$ cat config.mk
export PLATFORM = sky130hd
export DESIGN_NAME = thumb_push_pop_sequencer_core
export DESIGN_NICKNAME = d
export VERILOG_FILES = /design/src/tpps_pkg.sv /design/src/tpps_ctrl.sv /design/src/tpps_dp.sv /design/src/thumb_push_pop_sequencer_core.sv
export SDC_FILE = /design/constraint.sdc
export NUM_CORES = 1
export LEC_CHECK = 0
export BUFFER_PORTS_ARGS = -buffer_cell sky130_fd_sc_hd__buf_2
export CAP_MARGIN = 20
export CORE_ASPECT_RATIO = 0.9
export CORE_MARGIN = 8
export CORE_UTILIZATION = 60
export DETAILED_ROUTE_END_ITERATION = 8
export PLACE_DENSITY = 0.83
export SKIP_CTS_REPAIR_TIMING = 1
export SLEW_MARGIN = 20
export SYNTH_ARGS = -nofsm -noshare
export SYNTH_HDL_FRONTEND = slang
export SYNTH_HIERARCHICAL = 1
export SYNTH_SLANG_ARGS = --single-unit
$ cat constraint.sdc
create_clock -name clk -period 16.5 [get_ports clk]
set_input_delay 3.3 -clock clk [delete_from_list [all_inputs] [get_ports clk]]
set_output_delay 3.3 -clock clk [all_outputs]
set_load 0.005 [all_outputs]
$ cat src/tpps_pkg.sv
// Package for the Thumb push/pop sequencer: shared types, constants and
// bit-search helpers. No dependencies.
package tpps_pkg;

  localparam int unsigned AddrW = 32;
  localparam int unsigned ListW = 8;
  localparam int unsigned SelW = 3;
  localparam int unsigned CountW = 4;
  localparam int unsigned RegW = 4;

  localparam logic [AddrW-1:0] WordBytes = 32'd4;
  localparam logic [RegW-1:0] RegLr = 4'd14;
  localparam logic [RegW-1:0] RegPc = 4'd15;

  typedef enum logic [0:0] {
    ST_IDLE,
    ST_RUN
  } tpps_state_t;

  typedef struct packed {
    logic load;
    logic step;
  } tpps_cmd_t;

  typedef struct packed {
    logic last;
  } tpps_stat_t;

  function automatic logic [CountW-1:0] pop_count(input logic [ListW-1:0] v);
    logic [CountW-1:0] c;
    c = '0;
    for (int i = 0; i < ListW; i++) begin
      c = c + CountW'(v[i]);
    end
    return c;
  endfunction

  function automatic logic [SelW-1:0] low_index(input logic [ListW-1:0] v);
    logic [SelW-1:0] idx;
    idx = '0;
    for (int i = ListW - 1; i >= 0; i--) begin
      if (v[i]) begin
        idx = SelW'(i);
      end
    end
    return idx;
  endfunction

  function automatic logic [SelW-1:0] high_index(input logic [ListW-1:0] v);
    logic [SelW-1:0] idx;
    idx = '0;
    for (int i = 0; i < ListW; i++) begin
      if (v[i]) begin
        idx = SelW'(i);
      end
    end
    return idx;
  endfunction

endpackage

$ cat src/tpps_ctrl.sv
// Controller for the Thumb push/pop sequencer: idle/run state machine,
// busy flag and word strobe. Depends on tpps_pkg.
module tpps_ctrl (
  input  logic                clk,
  input  logic                rst,
  input  logic                start,
  input  tpps_pkg::tpps_stat_t stat,
  output tpps_pkg::tpps_cmd_t  cmd,
  output logic                busy,
  output logic                strobe
);

  tpps_pkg::tpps_state_t state;
  tpps_pkg::tpps_state_t state_next;

  always_ff @(posedge clk) begin
    if (rst) begin
      state  <= tpps_pkg::ST_IDLE;
      strobe <= 1'b0;
    end else begin
      state  <= state_next;
      strobe <= cmd.step;
    end
  end

  always_comb begin
    state_next = state;
    cmd        = '0;
    unique case (state)
      tpps_pkg::ST_IDLE: begin
        if (start) begin
          cmd.load   = 1'b1;
          state_next = tpps_pkg::ST_RUN;
        end
      end
      tpps_pkg::ST_RUN: begin
        cmd.step = 1'b1;
        if (stat.last) begin
          state_next = tpps_pkg::ST_IDLE;
        end
      end
      default: state_next = tpps_pkg::ST_IDLE;
    endcase
  end

  assign busy = (state != tpps_pkg::ST_IDLE);

`ifndef NO_ASSERTIONS
  a_load_runs: assert property (@(posedge clk) disable iff (rst)
    cmd.load |=> (state == tpps_pkg::ST_RUN))
    else $error("load did not enter run state");

  a_last_idles: assert property (@(posedge clk) disable iff (rst)
    (state == tpps_pkg::ST_RUN) && stat.last |=> (state == tpps_pkg::ST_IDLE) && strobe)
    else $error("final word did not return controller to idle");

  a_strobe_from_run: assert property (@(posedge clk) disable iff (rst)
    strobe |-> ($past(state) == tpps_pkg::ST_RUN))
    else $error("strobe outside run state");

  a_no_load_busy: assert property (@(posedge clk) disable iff (rst)
    busy |-> !cmd.load)
    else $error("load while busy");
`endif

endmodule

$ cat src/tpps_dp.sv
// Datapath for the Thumb push/pop sequencer: instruction registers, address
// walk, register selection and word output registers. Depends on tpps_pkg.
module tpps_dp (
  input  logic                             clk,
  input  tpps_pkg::tpps_cmd_t               cmd,
  input  logic                             mode,
  input  logic [tpps_pkg::ListW-1:0]       reg_list,
  input  logic                             link_or_pc,
  input  logic [tpps_pkg::AddrW-1:0]       stack_pointer,
  output tpps_pkg::tpps_stat_t              stat,
  output logic                             transfer_valid,
  output logic [tpps_pkg::AddrW-1:0]       bus_address,
  output logic                             is_store,
  output logic [tpps_pkg::RegW-1:0]        reg_index,
  output logic                             sequential,
  output logic [tpps_pkg::AddrW-1:0]       new_stack_pointer,
  output logic                             last
);

  logic                         op_pop;
  logic [tpps_pkg::ListW-1:0]   list_rem;
  logic [tpps_pkg::ListW-1:0]   list_rem_next;
  logic                         extra_rem;
  logic                         extra_rem_next;
  logic [tpps_pkg::AddrW-1:0]   addr;
  logic [tpps_pkg::AddrW-1:0]   addr_next;
  logic                         first;
  logic [tpps_pkg::AddrW-1:0]   nsp;

  logic [tpps_pkg::CountW-1:0]  count;
  logic [tpps_pkg::AddrW-1:0]   span;
  logic [tpps_pkg::SelW-1:0]    sel;
  logic                         w_valid;
  logic [tpps_pkg::AddrW-1:0]   w_addr;
  logic [tpps_pkg::RegW-1:0]    w_reg;
  logic                         w_seq;

  assign count = tpps_pkg::pop_count(reg_list) + tpps_pkg::CountW'(link_or_pc);
  assign span  = {(tpps_pkg::AddrW - tpps_pkg::CountW - 2)'(0), count, 2'b00};

  always_ff @(posedge clk) begin
    if (cmd.load) begin
      op_pop    <= mode;
      list_rem  <= reg_list;
      extra_rem <= link_or_pc;
      addr      <= stack_pointer;
      first     <= 1'b1;
      nsp       <= mode ? stack_pointer + span : stack_pointer - span;
    end else if (cmd.step) begin
      list_rem  <= list_rem_next;
      extra_rem <= extra_rem_next;
      addr      <= addr_next;
      first     <= 1'b0;
    end
    if (cmd.step) begin
      transfer_valid    <= w_valid;
      bus_address       <= w_addr;
      is_store          <= w_valid & ~op_pop;
      reg_index         <= w_reg;
      sequential        <= w_seq;
      new_stack_pointer <= nsp;
      last              <= stat.last;
    end
  end

  always_comb begin
    sel            = op_pop ? tpps_pkg::low_index(list_rem) : tpps_pkg::high_index(list_rem);
    addr_next      = op_pop ? addr + tpps_pkg::WordBytes : addr - tpps_pkg::WordBytes;
    list_rem_next  = list_rem;
    extra_rem_next = extra_rem;
    w_valid        = 1'b1;
    w_addr         = op_pop ? addr : addr_next;
    w_reg          = {1'b0, sel};
    w_seq          = ~first;
    priority if (list_rem == '0 && !extra_rem) begin
      w_valid   = 1'b0;
      w_addr    = '0;
      w_reg     = '0;
      w_seq     = 1'b0;
      addr_next = addr;
    end else if (!op_pop && extra_rem) begin
      w_reg          = tpps_pkg::RegLr;
      extra_rem_next = 1'b0;
    end else if (list_rem != '0) begin
      list_rem_next = list_rem & ~(tpps_pkg::ListW'(1) << sel);
    end else begin
      w_reg          = tpps_pkg::RegPc;
      w_seq          = 1'b1;
      extra_rem_next = 1'b0;
    end
    stat.last = (list_rem_next == '0) && !extra_rem_next;
  end

`ifndef NO_ASSERTIONS
  a_list_shrinks: assert property (@(posedge clk)
    cmd.step && !stat.last |=> ($countones(list_rem) + 32'(extra_rem))
      == ($countones($past(list_rem)) + 32'($past(extra_rem)) - 1))
    else $error("step did not consume exactly one word");

  a_first_nonseq: assert property (@(posedge clk)
    cmd.step && first && w_valid && w_reg != tpps_pkg::RegPc |-> !w_seq)
    else $error("first word marked sequential");

  a_pc_last: assert property (@(posedge clk)
    cmd.step && w_reg == tpps_pkg::RegPc && w_valid |-> stat.last)
    else $error("PC load not final word");
`endif

endmodule

$ cat src/thumb_push_pop_sequencer_core.sv
// Thumb push/pop sequencer top level: joins controller and datapath.
// Flow: start is taken only in idle and loads the instruction registers; in run, each step
// registers one word onto the result ports and the controller registers the strobe for it.
// Each instruction strobes 1 to 9 words on the result ports, one word per cycle.
// Reset: synchronous rst clears the controller to idle and drops strobe; no clearing pass.
// Depends on tpps_pkg, tpps_ctrl, tpps_dp.
module thumb_push_pop_sequencer_core (
  input  logic                       clk,
  input  logic                       rst,
  input  logic                       start,
  output logic                       busy,
  input  logic                       mode,
  input  logic [tpps_pkg::ListW-1:0] reg_list,
  input  logic                       link_or_pc,
  input  logic [tpps_pkg::AddrW-1:0] stack_pointer,
  output logic                       strobe,
  output logic                       transfer_valid,
  output logic [tpps_pkg::AddrW-1:0] bus_address,
  output logic                       is_store,
  output logic [tpps_pkg::RegW-1:0]  reg_index,
  output logic                       sequential,
  output logic [tpps_pkg::AddrW-1:0] new_stack_pointer,
  output logic                       last
);

  tpps_pkg::tpps_cmd_t  cmd;
  tpps_pkg::tpps_stat_t stat;

  tpps_ctrl u_ctrl (
    .clk    (clk),
    .rst    (rst),
    .start  (start),
    .stat   (stat),
    .cmd    (cmd),
    .busy   (busy),
    .strobe (strobe)
  );

  tpps_dp u_dp (
    .clk               (clk),
    .cmd               (cmd),
    .mode              (mode),
    .reg_list          (reg_list),
    .link_or_pc        (link_or_pc),
    .stack_pointer     (stack_pointer),
    .stat              (stat),
    .transfer_valid    (transfer_valid),
    .bus_address       (bus_address),
    .is_store          (is_store),
    .reg_index         (reg_index),
    .sequential        (sequential),
    .new_stack_pointer (new_stack_pointer),
    .last              (last)
  );

`ifndef NO_ASSERTIONS
  a_last_frees: assert property (@(posedge clk) disable iff (rst)
    strobe && last |-> !busy)
    else $error("busy after final word");

  a_start_strobe: assert property (@(posedge clk) disable iff (rst)
    start && !busy |=> !strobe ##1 strobe)
    else $error("first word not strobed two cycles after start");

  a_store_mode: assert property (@(posedge clk) disable iff (rst)
    strobe && is_store |-> transfer_valid)
    else $error("store flag on empty word");
`endif

endmodule

# Yosys cells after proc, flatten, opt, wreduce, memory -nomap -nowiden
# Cells that the tools add are included.
dict set report classes {
  add_sub_neg 12
  mul 0
  n_div 0
  order_cmp 0
  n_eq_ne 1
  n_shift 1
  mux 42
  bitwise 6
  reduce_logical 12
}
# operator count
set op_table {}
lappend op_table {{two-way mux 32 bit} 6}
lappend op_table {{two-way mux 8 bit} 5}
lappend op_table {{two-way mux 3 bit} 13}
lappend op_table {{adder 32 x 3 -> 32 bit, second input constant} 1}
lappend op_table {{adder 32 x 6 -> 32 bit} 1}
lappend op_table {{subtractor 32 x 3 -> 32 bit, second input constant} 1}
lappend op_table {{subtractor 32 x 6 -> 32 bit} 1}
lappend op_table {{adder 4 x 1 -> 4 bit} 7}
lappend op_table {{logical NOT 8 bit} 2}
lappend op_table {{two-way mux 1 bit} 13}
lappend op_table {{AND 8 bit} 1}
lappend op_table {{two-way mux 4 bit} 2}
lappend op_table {{NOT 8 bit} 1}
lappend op_table {{nonzero test 8 bit} 1}
lappend op_table {{<< shifter 1 x 3 -> 8 bit, first input constant} 1}
lappend op_table {{two-way mux 2 bit} 2}
lappend op_table {{logical AND 1 bit} 3}
lappend op_table {{logical NOT 1 bit} 3}
lappend op_table {{NOT 1 bit} 3}
lappend op_table {{adder 1 x 1 -> 2 bit} 1}
lappend op_table {{!= test 2 bit, second input constant} 1}
lappend op_table {{case mux 1 bit (2 select lines)} 1}
lappend op_table {{AND reduction 2 bit} 1}
lappend op_table {{nonzero test 2 bit} 1}
lappend op_table {{2 further kinds} 2}
dict set report word_totals {
  regBits 149
  latch_bits 0
  mem_bits_rw 0
  mem_bits_ro 0
  input_bits 45
  wordCells 90
  n_memories 0
}

# Longest topological paths before layout
# Gate-level depths: netlist of the first run.
dict set report logic_depth {
  depth_word 19
  ltp_mapped 22
  ltp_nobuf 22
}

# Modules after synthesis
# Netlist of the first run, hierarchy kept.
# module instances cells_per_inst area_per_inst_um2 seq_area_each_um2
set modules_own_cells {}
lappend modules_own_cells {tpps_dp 1 833 8922.3 4404.2}
lappend modules_own_cells {tpps_ctrl 1 7 76.3 40.0}

# Worst setup path after synthesis of the first run
# No wires, ideal clock.
dict set report synth_timing {
  path_type {input -> register}
  start {in reg_list[0] (netlist name)}
  end {reg u_dp/nsp[31] (netlist name) (data pin)}
  setup_time_ns 0.266
  arrival_time_ns 8.447
  required_time_ns 16.234
  slack_ns 7.787
  path_stages 18
  cell_sequence {inv_1 -> fa_1 -> fa_1 -> fa_1 -> fa_1 -> fa_1 -> ha_1 -> a31oi_1 -> ha_1 -> a21o_1 -> a21o_1 -> a21o_1 -> nor3b_2 -> o31ai_1 -> a311oi_2 -> o221ai_2 -> nor4_1 -> nor3_2}
}
dict set report synth_via {
  elab_chain_len 10
  elab_cells_between_ends 11
}
# item line
set synth_lines {}
lappend synth_lines {{start, declared} thumb_push_pop_sequencer_core.sv:13} ;# input logic [tpps_pkg::ListW-1:0] reg_list,
lappend synth_lines {{adder 1 x 1 -> 2 bit (*)} tpps_pkg.sv:33} ;# c = c + CountW'(v[i]);
lappend synth_lines {{adder 4 x 1 -> 4 bit (*) (6 in a row)} tpps_pkg.sv:33}
lappend synth_lines {{adder 4 x 1 -> 4 bit (*)} tpps_dp.sv:38} ;# assign count = tpps_pkg::pop_count(reg_list) + tpps_pkg::CountW'(link_or_pc);
lappend synth_lines {{subtractor 32 x 6 -> 32 bit or adder 32 x 6 -> 32 bit (tied branches)} tpps_dp.sv:48} ;# nsp <= mode ? stack_pointer + span : stack_pointer - span;
lappend synth_lines {{two-way mux 32 bit (*)} tpps_dp.sv:48}
lappend synth_lines {{end signal, assigned} tpps_dp.sv:48}
lappend synth_lines {{end, declared} tpps_dp.sv:28} ;# logic [tpps_pkg::AddrW-1:0] nsp;
# Every way passes the cells marked *; elsewhere a longest branch is shown, timed or not.
# A chain may end at the register's enable or synchronous reset.

# Final worst setup path of the first run
# Ends and elaborated chain as after synthesis.

==> results of run 1 <==
state kept, by name (all words and copies together), names as in the netlist:
name and flops:
u_dp/sequential 1, u_dp/transfer_valid 1, u_ctrl/busy 1, u_dp/op_pop 1, u_dp/extra_rem 1, u_dp/last 1, u_dp/nsp 32, u_dp/bus_address 32
u_dp/reg_index 4, u_dp/addr 32, u_dp/first 1, u_dp/list_rem 8, u_ctrl/strobe 1, u_dp/new_stack_pointer 32, u_dp/is_store 1
through the flow:
stage	std cells	area, µm²	power (W)
after floorplan	840	9000	0.00104
after global placement	1137	9790	0.00118
after detailed placement	1137	9790	0.00119
after CTS	1169	10400	0.00159
after global routing	1169	10400	0.00169
final	1169	10400	0.00159
synthesized netlist by cell type (7+ instances only):
cell      instances
edfxtp_1        146
nand2_1          78
a21oi_1          73
nor2_1           65
ha_1             61
o21ai_0          61
inv_1            40
xnor2_1          31
a21o_1           29
xor2_1           23
clkbuf_1         20
nand3_1          18
and2_1           14
o21bai_1         14
nor2b_1          12
a211oi_1          8
nor3_1            8
o21a_1            8
o21ai_1           8
and3_1            7
fa_1              7
nand4_1           7
routing by layer:
layer	wire [µm]	global-route usage, %	vias up
met4	394	7.80	0
li1	-	-	3371
met3	1780	6.45	40
met5	0	0	-
met1	9840	29.9	3270
met2	9670	34.6	307
worst min path at each step:
stage            startpoint                    endpoint  slack (ps)  cells after the start
2_1_floorplan   u_dp/nsp[0]   u_dp/new_stack_pointer[0]         400                      0
3_3_place_gp   u_dp/nsp[21]  u_dp/new_stack_pointer[21]         400                      0
3_5_place_dp   u_dp/nsp[20]  u_dp/new_stack_pointer[20]         400                      0
4_1_cts         u_dp/nsp[5]   u_dp/new_stack_pointer[5]         420                      0
5_1_grt         u_dp/nsp[5]   u_dp/new_stack_pointer[5]         420                      0
6_report        u_dp/nsp[5]   u_dp/new_stack_pointer[5]         410                      0
cell families after synthesis:
family          synth area share, %
buf+inv                        2.98
fa+ha+maj                      10.0
flops                          49.4
mux                            1.07
xor+xnor                       5.26
compound gates                 18.5
simple gates                   12.8
power groups by stage:
stage / sequential [W] / clock, W / combinational [W]
floorplan: 0.000575 / 0 / 0.000461
global placement: 0.000579 / 0 / 0.000599
detailed placement: 0.000582 / 0 / 0.000613
CTS: 0.000576 / 0.000395 / 0.000621
global route: 0.000584 / 0.000409 / 0.000695
finish: 0.000576 / 0.000388 / 0.000627
cells in the final DEF (no fill, tap or decap), types with 6 or more instances in the layout:
cell type / count
and3_1: 7
a21o_1: 29
edfxtp_1: 146
xnor2_1: 31
nor2b_1: 11
buf_4: 8
a31oi_1: 6
o21a_1: 8
nor2_1: 65
nand2_1: 78
fa_1: 7
o21bai_1: 14
nand3_1: 18
a21oi_1: 73
o21ai_0: 61
buf_2: 118
ha_1: 61
nand4_1: 7
o21ai_1: 8
clkbuf_16: 17
xor2_1: 23
nor3_1: 8
and2_1: 14
inv_1: 40
o31ai_1: 6
a211oi_1: 8
final cells by class:
cell class / count / area (µm²) / share of cell area, %
Sequential cell: 149 / 4450 / 42.8
Tap cell: 198 / 248 / 2.39
Inverter: 41 / 154 / 1.48
Clock buffer: 19 / 433 / 4.17
Clock inverter: 13 / 159 / 1.53
Multi-Input combinational cell: 623 / 4290 / 41.3
Timing Repair Buffer: 126 / 651 / 6.26
==> flow_summary.ini, run 1 <==
[timing]
clock_skew_ps = 7.49
maxSlewViolCount = 0
setup_tns_ps = 0
post-route-worst-setup-slack_ps = 7590
tightest_slew_ps = 939
finalCritPeriodShare_pct = 54.0
fmax_ghz = 0.112
min_period_ps = 8910
slew_headroom_pct = 37.4
hold_violations = 0
worst_hold_slack_ps = 414
setup_viol = 0
rsz0062_at_grt = no

[power]
pwr-share-comb_pct = 39.4
vdd_drop_max_v = 0.0000957
pwr-share-seq_pct = 36.2
leakage_nw = 4.29
p_sw_w = 0.000554
pwr-share-clk_pct = 24.4
powerDensity_mw_per_mm2 = 153
intPower_w = 0.00104
swShare_pct = 34.9

[placed_design]
gp_congestion = 0.932
portBuffers = 118
hpwl_um = 15400
dp_slack_ps = 7240

[layout]
fin_util_pct = 70.6
fillCellCount = 1099
drive_gt1_share_pct = 19.8
nets = 1071
antenna_cells = 0
area_growth_pct = 15.4

[job]
maxCapViolCount = 0

[clocking]
cts_buffer_depth = 2
cts-root-buf = clkbuf_16
htreeDepth = 4
numCtsBuffers = 17
insertion_delay_ps = 430
clkTransAtPathRegs_ps = 60
cts_tree = built
cts_sinks = 149

[synthesis]
syn_area_per_cell_um2 = 10.7
ys_async_sr_fraction_pct = 0
ys_warn_count = 6
ys_ff_latch = 149
yosys-top-cells-area = edfxtp_1 49%, ha_1 8.5%, a21oi_1 4.1%
synth-edff-count = 146
yosysUniqueCellTypes = 73
synth_cells = 840
syn-cell-area_mm2 = 0.00900
yosysTopAreaCellShare_pct = 48.7
syn_nets = 953
yosysSeqAreaShare_pct = 49.4
ys.flop_type = edfxtp_1
yosysTopAreaCell = edfxtp_1

[critical_path]
cpPeakStageDelay_ps = 550
crit_chain = buf_2 -> inv_1 -> fa_1 -> fa_1 -> fa_1 -> fa_1 -> fa_1 -> xor2_1 -> and3_1 -> ha_1 -> nor2_1 -> ha_1 -> and3_4 -> a31oi_1 -> o21ai_0 -> a21oi_2 -> o31ai_1 -> a311oi_2 -> o221ai_2 -> nor4_1 -> nor3_2
path_depth = 21
crit_required_ps = 16660
crit_family = adder cells
rrSetupSlack_ps = 12610
path_class = in2reg
cp-startpoint = reg_list[0]
rr_worst_depth = 12
slowest_stage = fa_1
worstPathBufferInverterCount = 2
cp.arrival_ps = 9070
endpoint_kind = register
crit_top_cell = fa_1
crit_end = u_dp/nsp[31]
crit-reg2reg-launch = u_dp/op_pop
worstSetupStartpointType = input port
r2r_end = u_dp/addr[28]
worst-path-max-fanout = 6

[routing]
detail_route.first_pass.iterations = 5
wire_per_inst_um = 18.6
drtIter0Drc = 585
vias_per_cell = 5.98
routed_wl_um = 21700
ant_nets = 0
num_vias = 6988
route.detailed.drc = 0

[die]
die_h_um = 132
die-width_um = 145
start_util_pct = 61.2
io_pins = 119
rows = 42
core_area_mm2 = 0.0147
dieArea_mm2 = 0.0192

[grt]
grt.overflow.total = 0
grt_pass1_vias = 6668
grt_max_degree = 77
grt_first_pass_wirelength_um = 34600
grtUsageTotal_pct = 22.5
antenna_found_initial = 0

[worst_hold_path]
hold_class = reg2reg

[run_status]
status = complete, no violations
(Power assumes the default switching activity.)
==> inputs of run 2 (changes only) <==
--- a/config.mk
+++ b/config.mk
@@ -5,13 +5,14 @@
 export SDC_FILE = /design/constraint.sdc
 export NUM_CORES = 1
 export LEC_CHECK = 0
+export ABC_AREA = 1
 export BUFFER_PORTS_ARGS = -buffer_cell sky130_fd_sc_hd__buf_2
 export CAP_MARGIN = 20
 export CORE_ASPECT_RATIO = 0.9
 export CORE_MARGIN = 8
-export CORE_UTILIZATION = 60
+export CORE_UTILIZATION = 53
 export DETAILED_ROUTE_END_ITERATION = 8
-export PLACE_DENSITY = 0.83
+export PLACE_DENSITY = 0.78
 export SKIP_CTS_REPAIR_TIMING = 1
 export SLEW_MARGIN = 20
 export SYNTH_ARGS = -nofsm -noshare
==> constraint.sdc (replaced) <==
create_clock -name clk -period 7.39 [get_ports clk]
set_input_delay 1.478 -clock clk [delete_from_list [all_inputs] [get_ports clk]]
set_output_delay 1.478 -clock clk [all_outputs]
set_load 0.005 [all_outputs]
==> flow_summary.ini, run 2 <==
[run_status]
status = complete, no violations

[power]
vdd_drop_max_v = 0.000267
power_w = 0.00389
leakage_nw = 4.99
pwr-share-seq_pct = 34.6
swShare_pct = 40.0
pwr-share-clk_pct = 23.3
p_sw_w = 0.00155
intPower_w = 0.00233
pwr-share-comb_pct = 42.1
powerDensity_mw_per_mm2 = 355

[worst_hold_path]
hold_class = reg2reg

[grt]
antenna_found_initial = 0
grtUsageTotal_pct = 23.4
grt_first_pass_wirelength_um = 40700
grt.overflow.total = 0
grt_max_degree = 90
grt_pass1_vias = 7722

[job]
maxCapViolCount = 0

[routing]
vias_per_cell = 5.54
wire_per_inst_um = 17.8
num_vias = 8155
drtIter0Drc = 776
route.detailed.drc = 0
detail_route.first_pass.iterations = 7
ant_nets = 0
routed_wl_um = 26100

[synthesis]
yosysMostFrequentCell = nand2_1
syn_area_per_cell_um2 = 8.68
ys_warn_count = 6
yosysTopAreaCellShare_pct = 46.2
yosys-top-cells-area = edfxtp_1 46%, nand2_1 10%, ha_1 8.0%
syn_nets = 1207
yosysUniqueCellTypes = 44
ys_async_sr_fraction_pct = 0
ys_ff_latch = 149
synth_cells = 1094
syn-cell-area_mm2 = 0.00949
synth-edff-count = 146
ys.flop_type = edfxtp_1
yosysTopAreaCell = edfxtp_1
yosysSeqAreaShare_pct = 46.8
synthTopCellsByCount = 257 x nand2_1, 146 x edfxtp_1, 140 x inv_1, 109 x nor2_1, 71 x a21oi_1

[timing]
clock_skew_ps = 13.7
worst_hold_slack_ps = 413
slew_headroom_pct = 33.7
setup_tns_ps = 0
rsz0062_at_grt = no
fmax_ghz = 0.157
tightest_slew_ps = 994
min_period_ps = 6370
post-route-worst-setup-slack_ps = 1020
maxSlewViolCount = 0
finalCritPeriodShare_pct = 86.1
hold_violations = 0
setup_viol = 0

[die]
die-width_um = 157
die_h_um = 143
dieArea_mm2 = 0.0225
start_util_pct = 53.9
core_area_mm2 = 0.0176
io_pins = 119
rows = 46

[placed_design]
gp_congestion = 0.954
hpwl_um = 20000
dp_slack_ps = 615
portBuffers = 118

[critical_path]
worst-path-max-fanout = 6
path_class = in2reg
worstSetupStartpointType = input port
crit_required_ps = 7580
cp.arrival_ps = 6550
endpoint_kind = register

[layout]
drive_gt1_share_pct = 15.5
final_cell_mix = 257 x nand2_1, 146 x edfxtp_1, 139 x inv_1, 118 x buf_2, 108 x nor2_1
area_growth_pct = 15.2
nets = 1331
layout_commonest_cell = nand2_1
fin_util_pct = 62.1
antenna_cells = 0
fillCellCount = 1580

[clocking]
cts_tree = built
numCtsBuffers = 17
cts-root-buf = clkbuf_16
htreeDepth = 4
cts_buffer_depth = 2
insertion_delay_ps = 430
clkTransAtPathRegs_ps = 70
cts_sinks = 149
[run 2: final timing paths]
kind	start	endpoint	slack, ps	depth (start not counted)
hold reg to reg	u_dp/nsp[0]	u_dp/new_stack_pointer[0]	410	0
setup / recovery	reg_list[0]	u_dp/nsp[28]	1020	22
hold / removal	u_dp/nsp[0]	u_dp/new_stack_pointer[0]	410	0
setup reg to reg	u_dp/op_pop	u_dp/bus_address[22]	3420	12
[run 2: layer usage]
| layer | vias to the layer above | share of wire (%) | global-route usage [%] |
|---|---|---|---|
| met5 | - | 0 | 0 |
| met4 | 0 | 1.9 | 7.31 |
| met3 | 30 | 8.6 | 4.92 |
| met2 | 387 | 45 | 36.6 |
| met1 | 3775 | 45 | 32.2 |
| li1 | 3963 | - | - |
[run 2: cell type report]
| class | instances | area [µm²] | share of cell area, % |
|---|---|---|---|
| Sequential cell | 149 | 4450 | 40.7 |
| Multi-Input combinational cell | 782 | 4410 | 40.3 |
| Timing Repair Buffer | 125 | 643 | 5.88 |
| Inverter | 143 | 537 | 4.91 |
| Clock buffer | 17 | 425 | 3.89 |
| Tap cell | 240 | 300 | 2.74 |
| Clock inverter | 15 | 178 | 1.62 |
[run 2: kinds of logic (layout without fill, tap and decap cells)]
| group | count (synthesis) | after routing | synth area share [%] |
|---|---|---|---|
| fa+ha+maj | 68 | 68 | 9.52 |
| xor+xnor | 46 | 46 | 4.24 |
| flops | 149 | 149 | 46.8 |
| compound gates | 199 | 199 | 11.9 |
| buf+inv | 163 | 300 | 6.85 |
| simple gates | 469 | 469 | 20.6 |
[run 2: stage by stage]
| step | cell area, µm² | instances |
|---|---|---|
| after floorplan | 9490 | 1094 |
| after global placement | 10300 | 1439 |
| after detailed placement | 10300 | 1439 |
| after CTS | 10900 | 1471 |
| after global routing | 10900 | 1471 |
| final | 10900 | 1471 |
[run 2: worst max-delay path, cell delays in order]
cell     delay, ps
buf_2           70
inv_1           50
fa_1           560
fa_1           440
fa_1           460
fa_1           420
fa_1           400
xnor2_1        290
nor2_1         110
ha_1           200
nor2_1         510
ha_1           410
a21oi_1        190
o21ai_0        160
nand2_1         90
nand2_1         60
nand2_1         80
nand3_2        100
nand2_1        130
nand2_1         90
a21oi_1        160
xnor2_1         80
[run 2: power by group through the flow]
stage               logic, W  registers, W  clock network, W
global route         0.00183       0.00137          0.000953
global placement     0.00158       0.00135                 0
detailed placement   0.00160       0.00136                 0
finish               0.00164       0.00134          0.000907
CTS                  0.00162       0.00135          0.000920
floorplan            0.00116       0.00133                 0
==> inputs of run 3 (changes only) <==
--- a/config.mk
+++ b/config.mk
@@ -10,9 +10,9 @@
 export CAP_MARGIN = 20
 export CORE_ASPECT_RATIO = 0.9
 export CORE_MARGIN = 8
-export CORE_UTILIZATION = 53
+export CORE_UTILIZATION = 59
 export DETAILED_ROUTE_END_ITERATION = 8
-export PLACE_DENSITY = 0.78
+export PLACE_DENSITY_LB_ADDON = 0.3
 export SKIP_CTS_REPAIR_TIMING = 1
 export SLEW_MARGIN = 20
 export SYNTH_ARGS = -nofsm -noshare
==> constraint.sdc (replaced) <==
create_clock -name clk -period 6 [get_ports clk]
set_input_delay 1.2 -clock clk [delete_from_list [all_inputs] [get_ports clk]]
set_output_delay 1.2 -clock clk [all_outputs]
set_load 0.005 [all_outputs]
==> flow_summary.ini, run 3 (synthesis gave the netlist of run 2 again) <==
[die]
io_pins = 119
rows = 44
dieArea_mm2 = 0.0204
core_area_mm2 = 0.0160
start_util_pct = 59.5
die-width_um = 150
die_h_um = 136

[critical_path]
worst-path-max-fanout = 6
endpoint_kind = register
cp.arrival_ps = 5890
worstSetupStartpointType = input port
path_class = in2reg
crit_required_ps = 6180

[worst_hold_path]
hold_class = reg2reg

[layout]
fin_util_pct = 69.1
nets = 1352
fillCellCount = 1302
instances_no_fill = 1460
multi_input_area_mm2 = 0.00442
area_growth_pct = 16.2
drive_gt1_share_pct = 17.2
layout_commonest_cell = nand2_1
regArea_mm2 = 0.00445
final_cell_mix = 256 x nand2_1, 146 x edfxtp_1, 139 x inv_1, 118 x buf_2, 107 x nor2_1
fin_area_mm2 = 0.0110

[placed_design]
dp.cells = 1427
hpwl_um = 19800
dpl_cell_area_mm2 = 0.0105
gp_congestion = 0.946
portBuffers = 118

[routing]
num_vias = 8260
ant_nets = 0
routed_wl_um = 26400
wire_per_inst_um = 18.1
drtIter0Drc = 826
vias_per_cell = 5.66
route.detailed.drc = 0
detail_route.first_pass.iterations = 5

[clocking]
htreeDepth = 4
insertion_delay_ps = 430
cts_tree = built
numCtsBuffers = 17
cts_sinks = 149
cts-root-buf = clkbuf_16
cts_buffer_depth = 2
clkTransAtPathRegs_ps = 60

[power]
leakage_nw = 5.07
power_w = 0.00477
vdd_drop_max_v = 0.000255
powerDensity_mw_per_mm2 = 433

[timing]
clock_skew_ps = 14.1
fmax_ghz = 0.175
slew_headroom_pct = 35.0
hold_violations = 0
setup_viol = 0
setup_tns_ps = 0
maxSlewViolCount = 0
min_period_ps = 5710
rsz0062_at_grt = no
tightest_slew_ps = 975
finalCritPeriodShare_pct = 95.1

[grt]
antenna_found_initial = 0
grtUsageTotal_pct = 26.0
grt.overflow.total = 0
grt_first_pass_wirelength_um = 40700
grt_max_degree = 89
grt_pass1_vias = 7822

[job]
maxCapViolCount = 0

[run_status]
status = complete, no violations
[run 3: worst paths after layout]
kind	start	slack [ps]	to	cells after the start
hold / removal	u_dp/nsp[3]	420	u_dp/new_stack_pointer[3]	0
hold reg to reg	u_dp/nsp[3]	420	u_dp/new_stack_pointer[3]	0
setup reg to reg	u_dp/op_pop	2320	u_dp/bus_address[29]	14
setup / recovery	reg_list[0]	290	u_dp/nsp[28]	21
[run 3: final cells by class]
| type | instances | area share, % |
|---|---|---|
| clock buffer | 17 | 3.86 |
| timing repair buffer | 146 | 7.26 |
| sequential | 149 | 40.3 |
| multi-input combinational | 782 | 40.0 |
| clock inverter | 15 | 1.29 |
| inverter | 143 | 4.87 |
| antenna | 1 | 0.0227 |
| tap | 207 | 2.35 |
[run 3: where the power goes]
| group | internal (W) | switching, W |
|---|---|---|
| Sequential | 0.00154 | 0.000114 |
| Combinational | 0.000756 | 0.00132 |
| Clock | 0.000580 | 0.000465 |
[run 3: per-layer routing]
layer / vias to the layer above / GRT usage (%) / wire length (µm)
li1: 4001 / - / -
met1: 3827 / 35.5 / 11500
met2: 387 / 40.4 / 11900
met3: 45 / 5.76 / 2300
met4: 0 / 9.04 / 631
met5: - / 0 / 0
[run 3: stage by stage]
step                hold slack [ps]  worst slack, ps
floorplan                       400             76.9
global placement                400             -166
detailed placement              405             -309
CTS                             416              155
global route                    422             12.6
finish                          417              292
[run 3: worst max-delay path, stage by stage]
cell and delay (ps):
buf_2 80, inv_1 60, fa_1 580, fa_1 430, fa_1 460, fa_1 410
fa_1 390, xnor2_1 180, nor2_1 80, ha_1 200, nor2_2 330, ha_1 360
a21oi_1 170, a21boi_0 220, nand2_1 100, nand2_1 90, nand3_2 100, nand2_1 110
nand2_1 100, a21oi_1 170, xnor2_1 80
